File: config.mk
export PLATFORM = sky130hd
export DESIGN_NAME = command_line_tokenizer_top_flat
export DESIGN_NICKNAME = d
export VERILOG_FILES = /design/src/hw/rtl/clt_pkg.sv /design/src/hw/rtl/clt_in_if.sv /design/src/hw/rtl/clt_out_if.sv /design/src/hw/rtl/command_line_tokenizer_top.sv /design/src/flat_wrapper.sv
export VERILOG_INCLUDE_DIRS = /design/src /design/src/hw/rtl
export SDC_FILE = /design/constraint.sdc
export NUM_CORES = 1
export LEC_CHECK = 0
export ABC_CLOCK_PERIOD_IN_PS = 2400
export BUFFER_PORTS_ARGS = -buffer_cell sky130_fd_sc_hd__buf_4
export CORE_MARGIN = 2
export CORE_UTILIZATION = 48
export CTS_BUF_LIST = sky130_fd_sc_hd__clkbuf_8
export CTS_CLUSTER_DIAMETER = 30
export DETAILED_ROUTE_END_ITERATION = 7
export GPL_TIMING_DRIVEN = 0
export PLACE_DENSITY_LB_ADDON = 0.15
export SLEW_MARGIN = 0
export SYNTH_ARGS = -nofsm -noshare
export SYNTH_HDL_FRONTEND = slang
export SYNTH_SLANG_ARGS = --single-unit
File: constraint.sdc
create_clock -name clk -period 2.4 [get_ports clk]
set_input_delay 0.48 -clock clk [delete_from_list [all_inputs] [get_ports clk]]
set_output_delay 0.48 -clock clk [all_outputs]
set_load 0.01 [all_outputs]
File: src/hw/rtl/command_line_tokenizer_top_defines.svh
// Assertion macros for the command line tokenizer.
`ifndef COMMAND_LINE_TOKENIZER_TOP_DEFINES_SVH
`define COMMAND_LINE_TOKENIZER_TOP_DEFINES_SVH

`ifndef SYNTH

// Checked out of reset only.
`define CLT_ASSERT(lbl, prop, msg) \
  lbl: assert property (@(posedge clk) disable iff (rst) prop) else $error(msg);

// Checked on every edge, reset included.
`define CLT_ASSERT_ALWAYS(lbl, prop, msg) \
  lbl: assert property (@(posedge clk) prop) else $error(msg);

`else

`define CLT_ASSERT(lbl, prop, msg)
`define CLT_ASSERT_ALWAYS(lbl, prop, msg)

`endif

`endif

File: src/hw/rtl/clt_pkg.sv
`timescale 1ns / 1ps

package clt_pkg;

  typedef enum logic [2:0] {
    PH_LEAD = 3'd0,
    PH_NAME = 3'd1,
    PH_GAP  = 3'd2,
    PH_ARG  = 3'd3,
    PH_DONE = 3'd4
  } phase_t;

  localparam logic [7:0] ChSpace = 8'h20;
  localparam logic [7:0] ChTab   = 8'h09;
  localparam logic [7:0] ChNul   = 8'h00;

  function automatic logic is_sep(input logic [7:0] c);
    return (c == ChSpace) || (c == ChTab);
  endfunction

endpackage

File: src/hw/rtl/clt_in_if.sv
`timescale 1ns / 1ps

interface clt_in_if;
  logic       valid;
  logic       ready;
  logic [7:0] in_byte;
  logic       in_last;

  modport source (output valid, output in_byte, output in_last, input ready);
  modport sink   (input valid, input in_byte, input in_last, output ready);
endinterface

File: src/hw/rtl/clt_out_if.sv
`timescale 1ns / 1ps

interface clt_out_if;
  logic       valid;
  logic       ready;
  logic [7:0] out_byte;
  logic       token_start;
  logic [3:0] token_index;
  logic [7:0] byte_offset;
  logic [3:0] arg_total;
  logic [7:0] name_offset;
  logic       out_last;

  modport source (
    output valid, output out_byte, output token_start, output token_index,
    output byte_offset, output arg_total, output name_offset, output out_last,
    input ready
  );
  modport sink (
    input valid, input out_byte, input token_start, input token_index,
    input byte_offset, input arg_total, input name_offset, input out_last,
    output ready
  );
endinterface

File: src/hw/rtl/command_line_tokenizer_top.sv
// Channel | Dir | Beat payload
// rx      | in  | in_byte, in_last
// tx      | out | out_byte, token_start, token_index, byte_offset, arg_total,
//         |     | name_offset, out_last
//
// One byte per cycle while tx is not stalled; each beat appears on tx in the cycle after its rx accept.
// Parse state updates in the accept cycle; results sit in the tx register.
// rx.ready is high while the tx register is empty or being drained.
// rst (synchronous) empties tx and starts a new buffer.
`timescale 1ns / 1ps
`include "command_line_tokenizer_top_defines.svh"

module command_line_tokenizer_top
  import clt_pkg::*;
#(
  parameter int BUFFER_SIZE = 64,
  parameter int MAX_ARGS    = 8
) (
  input  logic      clk,
  input  logic      rst,
  clt_in_if.sink    rx,
  clt_out_if.source tx
);

  localparam logic [7:0] NoneOff = 8'((BUFFER_SIZE > 255) ? 255 : BUFFER_SIZE);
  localparam logic [8:0] BufSize = 9'(BUFFER_SIZE);
  localparam logic [3:0] MaxArgs = 4'(MAX_ARGS);

  phase_t     phase, phase_next;
  logic [7:0] position;
  logic [3:0] arg_counter, arg_counter_next;
  logic [7:0] name_start, name_start_next;

  logic       accept;
  logic       sep, nul, last_eff;
  logic [7:0] ob;
  logic       start;
  logic [3:0] tix;
  logic [7:0] noff;

  assign rx.ready = !tx.valid || tx.ready;
  assign accept   = rx.valid && rx.ready;
  assign sep      = is_sep(rx.in_byte);
  assign nul      = (rx.in_byte == ChNul);
  assign last_eff = rx.in_last || (({1'b0, position} + 9'd1) >= BufSize);

  always_comb begin
    phase_next       = phase;
    arg_counter_next = arg_counter;
    name_start_next  = name_start;
    case (phase)
      PH_LEAD: begin
        if (!sep) begin
          name_start_next = position;
          phase_next      = nul ? PH_DONE : PH_NAME;
        end
      end
      PH_NAME: begin
        if (nul) phase_next = PH_DONE;
        else if (sep) phase_next = PH_GAP;
      end
      PH_GAP: begin
        if (nul) begin
          phase_next = PH_DONE;
        end else if (!sep) begin
          if (arg_counter < MaxArgs) begin
            arg_counter_next = arg_counter + 4'd1;
            phase_next       = PH_ARG;
          end else begin
            phase_next = PH_DONE;
          end
        end
      end
      PH_ARG: begin
        if (nul) phase_next = PH_DONE;
        else if (sep) phase_next = (arg_counter >= MaxArgs) ? PH_DONE : PH_GAP;
      end
      PH_DONE: phase_next = PH_DONE;
      default: phase_next = PH_DONE;
    endcase
  end

  always_comb begin
    ob    = rx.in_byte;
    start = 1'b0;
    tix   = 4'd0;
    case (phase)
      PH_LEAD: start = !sep && !nul;
      PH_NAME: if (sep) ob = ChNul;
      PH_GAP: begin
        if (!sep && !nul && (arg_counter < MaxArgs)) begin
          start = 1'b1;
          tix   = arg_counter + 4'd1;
        end
      end
      PH_ARG: if (sep) ob = ChNul;
      PH_DONE: ob = rx.in_byte;
      default: ob = rx.in_byte;
    endcase
    noff = (phase_next == PH_LEAD) ? NoneOff : name_start_next;
  end

  always_ff @(posedge clk) begin
    if (rst) begin
      phase       <= PH_LEAD;
      position    <= 8'd0;
      arg_counter <= 4'd0;
      name_start  <= 8'd0;
    end else if (accept) begin
      if (last_eff) begin
        phase       <= PH_LEAD;
        position    <= 8'd0;
        arg_counter <= 4'd0;
        name_start  <= 8'd0;
      end else begin
        phase       <= phase_next;
        position    <= position + 8'd1;
        arg_counter <= arg_counter_next;
        name_start  <= name_start_next;
      end
    end
  end

  always_ff @(posedge clk) begin
    if (rst) begin
      tx.valid <= 1'b0;
    end else if (accept) begin
      tx.valid <= 1'b1;
    end else if (tx.ready) begin
      tx.valid <= 1'b0;
    end
  end

  always_ff @(posedge clk) begin
    if (accept) begin
      tx.out_byte    <= ob;
      tx.token_start <= start;
      tx.token_index <= tix;
      tx.byte_offset <= position;
      tx.arg_total   <= arg_counter_next;
      tx.name_offset <= noff;
      tx.out_last    <= last_eff;
    end
  end

  `CLT_ASSERT(a_start_is_char, tx.valid && tx.token_start |-> tx.out_byte != ChNul && tx.out_byte != ChSpace && tx.out_byte != ChTab, "token start on a separator or NUL")
  `CLT_ASSERT(a_index_zero, tx.valid && !tx.token_start |-> tx.token_index == 4'd0, "token index set without token start")
  `CLT_ASSERT(a_args_bound, tx.valid |-> tx.arg_total <= MaxArgs, "argument count above limit")
  `CLT_ASSERT(a_offset_bound, tx.valid |-> {1'b0, tx.byte_offset} < BufSize, "byte offset outside buffer")
  `CLT_ASSERT(a_last_restart, accept && last_eff |=> position == 8'd0 && phase == PH_LEAD && arg_counter == 4'd0, "state not restarted after last beat")
  `CLT_ASSERT_ALWAYS(a_reset_empty, rst |=> !tx.valid, "tx valid after reset")

endmodule

File: src/flat_wrapper.sv
// flat-port wrapper written by rule: the top's interface ports become plain ports
module command_line_tokenizer_top_flat import clt_pkg::*;
#(
  parameter int BUFFER_SIZE = 64,
  parameter int MAX_ARGS    = 8
)
  (clk, rst, rx_valid, rx_in_byte, rx_in_last, rx_ready, tx_valid, tx_out_byte, tx_token_start, tx_token_index, tx_byte_offset, tx_arg_total, tx_name_offset, tx_out_last, tx_ready);
  clt_in_if rx_i ();
  clt_out_if tx_i ();
  input  logic clk;
  input  logic rst;
  input wire logic [$bits(rx_i.valid)-1:0] rx_valid;
  input wire logic [$bits(rx_i.in_byte)-1:0] rx_in_byte;
  input wire logic [$bits(rx_i.in_last)-1:0] rx_in_last;
  output wire logic [$bits(rx_i.ready)-1:0] rx_ready;
  output wire logic [$bits(tx_i.valid)-1:0] tx_valid;
  output wire logic [$bits(tx_i.out_byte)-1:0] tx_out_byte;
  output wire logic [$bits(tx_i.token_start)-1:0] tx_token_start;
  output wire logic [$bits(tx_i.token_index)-1:0] tx_token_index;
  output wire logic [$bits(tx_i.byte_offset)-1:0] tx_byte_offset;
  output wire logic [$bits(tx_i.arg_total)-1:0] tx_arg_total;
  output wire logic [$bits(tx_i.name_offset)-1:0] tx_name_offset;
  output wire logic [$bits(tx_i.out_last)-1:0] tx_out_last;
  input wire logic [$bits(tx_i.ready)-1:0] tx_ready;
  assign rx_i.valid = rx_valid;
  assign rx_i.in_byte = rx_in_byte;
  assign rx_i.in_last = rx_in_last;
  assign rx_ready = rx_i.ready;
  assign tx_valid = tx_i.valid;
  assign tx_out_byte = tx_i.out_byte;
  assign tx_token_start = tx_i.token_start;
  assign tx_token_index = tx_i.token_index;
  assign tx_byte_offset = tx_i.byte_offset;
  assign tx_arg_total = tx_i.arg_total;
  assign tx_name_offset = tx_i.name_offset;
  assign tx_out_last = tx_i.out_last;
  assign tx_i.ready = tx_ready;
  command_line_tokenizer_top #(.BUFFER_SIZE(BUFFER_SIZE), .MAX_ARGS(MAX_ARGS)) u_core (.clk(clk), .rst(rst), .rx(rx_i), .tx(tx_i));
endmodule
==> results of run 1 <==
## layout make-up
class	count	area share [%]
inverter	8	1.04
clock buffer	10	4.39
sequential	58	47.9
clock inverter	5	0.758
timing repair buffer	47	11.3
tap	70	2.79
multi-input combinational	150	29.3
buffer	17	2.55
## metrics by stage
| stage | worst slack (ns) | hold slack (ns) | setup TNS (ns) |
|---|---|---|---|
| after CTS | 0.0980 | 0.399 | 0 |
| after global placement | -0.111 | 0.455 | -1.40 |
| after floorplan | 0.233 | 0.445 | 0 |
| after detailed placement | -0.101 | 0.457 | -1.80 |
| final | 0.161 | 0.396 | 0 |
| after global routing | 0.00807 | 0.409 | 0 |
## cells by family after synthesis
kind of cell | synth area share (%)
adder cells (fa/ha/maj) | 2.49
AND/OR/NAND/NOR | 16.9
XOR/XNOR | 1.39
buffers and inverters | 4.28
flip-flops | 59.8
multiplexers | 0.399
AO/OA/AOI/OAI | 14.7
## critical path, cell delays in order, from the launching register on
cell and delay (ns):
dfxtp_1 0.38, ha_1 0.26, and3_1 0.22, a2111o_1 0.48
nand2_1 0.29, o21ai_0 0.15, a311oi_1 0.34
## power by group
group	switching, mW	total, mW	internal (mW)
combinational	0.101	0.172	0.0709
sequential	0.0111	1.10	1.09
clock	0.360	0.743	0.383
## metal layers
layer  part of all wire (%)  global-route usage [%]  vias up
met1                     44                    26.0      912
met5                      0                       0        -
met2                     47                    29.5       64
li1                       -                       -      967
met3                    6.2                    2.84       11
met4                    2.2                    9.82        0
## worst paths after layout
| path | startpoint | endpoint | slack (ns) | depth (start not counted) |
|---|---|---|---|---|
| setup / recovery | u_core.position[0]$_SDFFE_PP0P_ | u_core.position[5]$_SDFFE_PP0P_ | 0.16 | 6 |
| hold / removal | rx_valid | u_core.tx.valid$_SDFFE_PP0P_ | 0.40 | 3 |
| setup reg to reg | u_core.position[0]$_SDFFE_PP0P_ | u_core.position[5]$_SDFFE_PP0P_ | 0.16 | 6 |
| hold reg to reg | u_core.name_start[7]$_SDFFE_PP0P_ | u_core.name_start[7]$_SDFFE_PP0P_ | 0.46 | 1 |
## placed cells by master (no fill, tap or decap), types with 3 or more instances in the layout
cell type / n
and3_1: 3
dfxtp_1: 24
edfxtp_1: 34
nor2_1: 7
nand2_1: 29
o21ai_0: 11
nor3_1: 3
clkbuf_1: 14
nand3_1: 12
nand3b_1: 5
inv_1: 9
xnor2_1: 4
a311oi_1: 3
and2_1: 7
clkbuf_8: 10
a21oi_1: 25
nand4_1: 5
buf_4: 47
ha_1: 5
## registers in the layout, indices dropped and copies added (netlist names)
name	count
u_core.name_start	8
u_core.position	8
u_core.tx.byte_offset	8
u_core.tx.name_offset	8
u_core.tx.out_byte	8
u_core.arg_counter	4
u_core.tx.arg_total	4
u_core.tx.token_index	4
u_core.phase	3
u_core.tx.out_last	1
u_core.tx.token_start	1
u_core.tx.valid	1
## what timing repair did
| action | CTS | global route |
|---|---|---|
| gates resized for setup | 1 | 4 |
| endpoints found under the setup margin | 11 | 8 |
| buffers inserted | 0 | 0 |
==> impl_metrics.py, run 1 <==
metrics = {
    "floorplan": {
        "die_x_um": 76.3,
        "die_h_um": 76.3,
        "io_pins": 49,
        "coreArea_um2": 5070,
        "die_area_um2": 5830,
        "initial_core_util_pct": 49.5,
        "rows": 26,
    },
    "drt": {
        "wl_um": 5200,
        "drt-initial-drc-count": 123,
        "vias": 1954,
        "drc": 0,
        "wl_per_cell_um": 14.3,
        "viasPerCell": 5.35,
        "ant_nets": 0,
        "drt_pass1_iterations": 4,
    },
    "flow_run": {
        "maxCapViolCount": 0,
    },
    "critical_path": {
        "crit_fanout": 8,
        "critical_path.startpoint_type": "register",
        "cp_data_required_time_ns": 2.63,
        "crit_path_end_kind": "register",
        "cp_data_arrival_time_ns": 2.47,
        "critical_path_class": "register to register",
    },
    "timing": {
        "setup_violations": 0,
        "drv_slew": 0,
        "period_share_pct": 93.3,
        "clock.fmax_ghz": 0.447,
        "worstMarginPinSlew_ns": 0.504,
        "slew_headroom_pct": 66.4,
        "finalCriticalPeriod_ns": 2.24,
        "rsz0062_at_grt": "false",
        "finalHoldViolCount": 0,
        "fin_skew_ns": 0.00381,
    },
    "cells_and_area": {
        "fin_cells": 365,
        "n_antenna_cell": 0,
        "final_nets": 309,
        "multi_input_area_um2": 918,
        "final-seq-area_um2": 1500,
        "final_core_util_pct": 61.8,
        "layout-drive-gt1-share_pct": 23.4,
        "fin_area_um2": 3130,
        "fillers": 475,
        "syn_to_final_growth_pct": 24.8,
    },
    "logic_synthesis": {
        "synth.most_common_cell": "edfxtp_1",
        "yosysTopAreaCellShare_pct": 40.7,
        "syn_inst": 233,
        "ys_warn_count": 0,
        "yosysTopAreaCell": "edfxtp_1",
        "synthTopCellsByArea": "edfxtp_1 41%, dfxtp_1 19%, a21oi_1 5.2%",
        "synth_area_um2": 2510,
        "synth_seq_cells": 58,
        "async_reset_ff_share_pct": 0,
        "synthFlopType": "edfxtp_1",
        "ys_types": 43,
        "synth_edf_count": 34,
        "syn_avg_cell_area_um2": 10.8,
        "syn-num-nets": 251,
        "synth_common_cells": "34 x edfxtp_1, 29 x nand2_1, 26 x a21oi_1",
        "yosysSeqAreaShare_pct": 59.8,
    },
    "clock_tree": {
        "cts_max_level": 3,
        "ctsRootBufferMaster": "clkbuf_8",
        "clk_pin_slew_worst_paths_ns": 0.06,
        "insertion_delay_ns": 0.33,
        "clockBufferDepth": 2,
        "cts_sinks": 58,
        "holdBufCountCts": 0,
        "tritoncts": "yes",
        "cts_buffers": 9,
    },
    "power_and_ir_drop": {
        "leakage_nw": 1.17,
        "total_power_mw": 2.01,
        "pwr_density_cell_nw_per_um2": 642,
        "peakVddDrop_uv": 314,
    },
    "global_route": {
        "track_usage_pct": 19.0,
        "grt.overflow.total": 0,
        "grt_max_degree": 42,
        "antenna_found_initial": 0,
        "grt_pass1_wl_um": 8800,
        "grt_pass1_vias": 1821,
    },
    "min_path": {
        "hold_path_class": "input port to register",
    },
    "placed_design": {
        "dp.cells": 350,
        "gp_congestion": 0.850,
        "post_dp_cell_area_um2": 2950,
        "portBuffers": 47,
        "hpwl_um": 3390,
    },
    "status": {
        "status": "finished, final reports clean",
    },
}
Power figures use the tool's default switching activity.
==> run 2, diff against run 1 <==
--- a/config.mk
+++ b/config.mk
@@ -6,7 +6,7 @@
 export SDC_FILE = /design/constraint.sdc
 export NUM_CORES = 1
 export LEC_CHECK = 0
-export ABC_CLOCK_PERIOD_IN_PS = 2400
+export ABC_CLOCK_PERIOD_IN_PS = 2100
 export BUFFER_PORTS_ARGS = -buffer_cell sky130_fd_sc_hd__buf_4
 export CORE_MARGIN = 2
 export CORE_UTILIZATION = 48
==> constraint.sdc (replaced) <==
create_clock -name clk -period 2.1 [get_ports clk]
set_input_delay 0.42 -clock clk [delete_from_list [all_inputs] [get_ports clk]]
set_output_delay 0.42 -clock clk [all_outputs]
set_load 0.01 [all_outputs]
==> impl_metrics.py, run 2 (same netlist as run 1, synthesis figures left out) <==
metrics = {
    "status": {
        "status": "finished, final reports clean",
    },
    "cells_and_area": {
        "multi_input_area_um2": 946,
        "n_antenna_cell": 0,
        "fillers": 458,
        "final-seq-area_um2": 1510,
        "final_nets": 316,
        "syn_to_final_growth_pct": 28.9,
        "final_common_cell": "buf_4",
        "layout-drive-gt1-share_pct": 27.2,
        "final_cell_mix": "55 x buf_4, 34 x edfxtp_1, 28 x nand2_1",
    },
    "global_route": {
        "antenna_found_initial": 0,
        "grt_pass1_wl_um": 8910,
        "grt_max_degree": 42,
        "grt_pass1_vias": 1804,
        "grt.overflow.total": 0,
        "track_usage_pct": 19.6,
    },
    "clock_tree": {
        "cts_max_level": 3,
        "holdBufCountCts": 0,
        "clockBufferDepth": 2,
        "cts_sinks": 58,
        "clk_pin_slew_worst_paths_ns": 0.06,
        "tritoncts": "yes",
        "insertion_delay_ns": 0.34,
        "cts_buffers": 9,
        "ctsRootBufferMaster": "clkbuf_8",
    },
    "critical_path": {
        "critical_path.startpoint_type": "input port",
        "crit_path_end_kind": "register",
        "cp_data_required_time_ns": 2.19,
        "crit_fanout": 8,
        "cp_data_arrival_time_ns": 2.15,
        "critical_path_class": "input port to register",
    },
    "timing": {
        "worstMarginPinSlew_ns": 0.540,
        "setup_violations": 0,
        "setup_tns_ns": 0,
        "finalWorstSetupSlack_ns": 0.0361,
        "finalHoldViolCount": 0,
        "clock.fmax_ghz": 0.485,
        "drv_slew": 0,
        "fin_skew_ns": 0.00380,
        "hold_ws_ns": 0.331,
        "finalCriticalPeriod_ns": 2.06,
        "rsz0062_at_grt": "true",
        "slew_headroom_pct": 64.0,
        "period_share_pct": 98.3,
    },
    "drt": {
        "drt-initial-drc-count": 129,
        "wl_um": 5320,
        "ant_nets": 0,
        "vias": 2006,
        "wl_per_cell_um": 14.3,
        "viasPerCell": 5.39,
        "drt_pass1_iterations": 4,
        "drc": 0,
    },
    "placed_design": {
        "dpl_worst_slack_ns": -0.383,
        "hpwl_um": 3440,
        "portBuffers": 47,
        "gp_congestion": 0.850,
    },
    "flow_run": {
        "maxCapViolCount": 0,
    },
    "floorplan": {
        "die_x_um": 76.3,
        "die_area_um2": 5830,
        "io_pins": 49,
        "die_h_um": 76.3,
        "coreArea_um2": 5070,
        "initial_core_util_pct": 49.5,
        "rows": 26,
    },
    "power_and_ir_drop": {
        "total_power_mw": 2.32,
        "peakVddDrop_uv": 326,
        "leakage_nw": 1.22,
        "pwr_density_cell_nw_per_um2": 717,
    },
    "min_path": {
        "hold_path_class": "input port to register",
    },
}
-- run 2: where the power goes --
part | internal [mW] | leakage [nW] | switching, mW
Clock | 0.436 | 0.0821 | 0.419
Sequential | 1.24 | 0.533 | 0.0126
Combinational | 0.0926 | 0.600 | 0.119
Total | 1.77 | 1.22 | 0.550
-- run 2: area by class of cell --
class | count | share of cell area [%]
Buffer | 17 | 2.71
Clock buffer | 10 | 4.25
Clock inverter | 5 | 0.696
Inverter | 8 | 1.35
Multi-Input combinational cell | 150 | 29.2
Sequential cell | 58 | 46.5
Tap cell | 70 | 2.71
Timing Repair Buffer | 54 | 12.5
-- run 2: worst paths after layout --
| check | slack [ns] | end | startpoint | depth (start not counted) |
|---|---|---|---|---|
| worst min register to register | 0.46 | u_core.name_start[7]$_SDFFE_PP0P_ | u_core.name_start[7]$_SDFFE_PP0P_ | 1 |
| worst min-delay path | 0.33 | u_core.tx.valid$_SDFFE_PP0P_ | rx_valid | 3 |
| worst max register to register | 0.07 | u_core.position[5]$_SDFFE_PP0P_ | u_core.position[0]$_SDFFE_PP0P_ | 7 |
| worst max-delay path | 0.04 | u_core.tx.name_offset[6]$_SDFFCE_PN1P_ | rx_in_byte[2] | 7 |
-- run 2: worst max-delay path, cell delays in order --
cell and delay (ns):
buf_4 0.11, or4_4 0.58, a211oi_4 0.30, o22ai_1 0.16, nor2b_1 0.16, clkbuf_1 0.21
nand3b_1 0.21
-- run 2: repair_timing --
action / CTS / global route
setup endpoints to repair: 57 / 26
pin swaps: 4 / 5
gates resized for setup: 11 / 10
setup buffers: 3 / 4
-- run 2: routing by layer --
layer	wire length [µm]	global-route usage (%)	up-vias
met5	0	0	-
met4	119	10.4	0
met3	273	2.96	10
met2	2550	30.2	58
met1	2380	27.0	953
li1	-	-	985
-- run 2: per-stage QoR --
stage / instance area (µm²) / cells / utilization, %
5_1_grt: 3240 / 372 / 63.8
3_3_place_gp: 2950 / 350 / 58.2
3_5_place_dp: 2950 / 350 / 58.2
4_1_cts: 3180 / 368 / 62.7
6_report: 3240 / 372 / 63.8
2_1_floorplan: 2510 / 233 / -
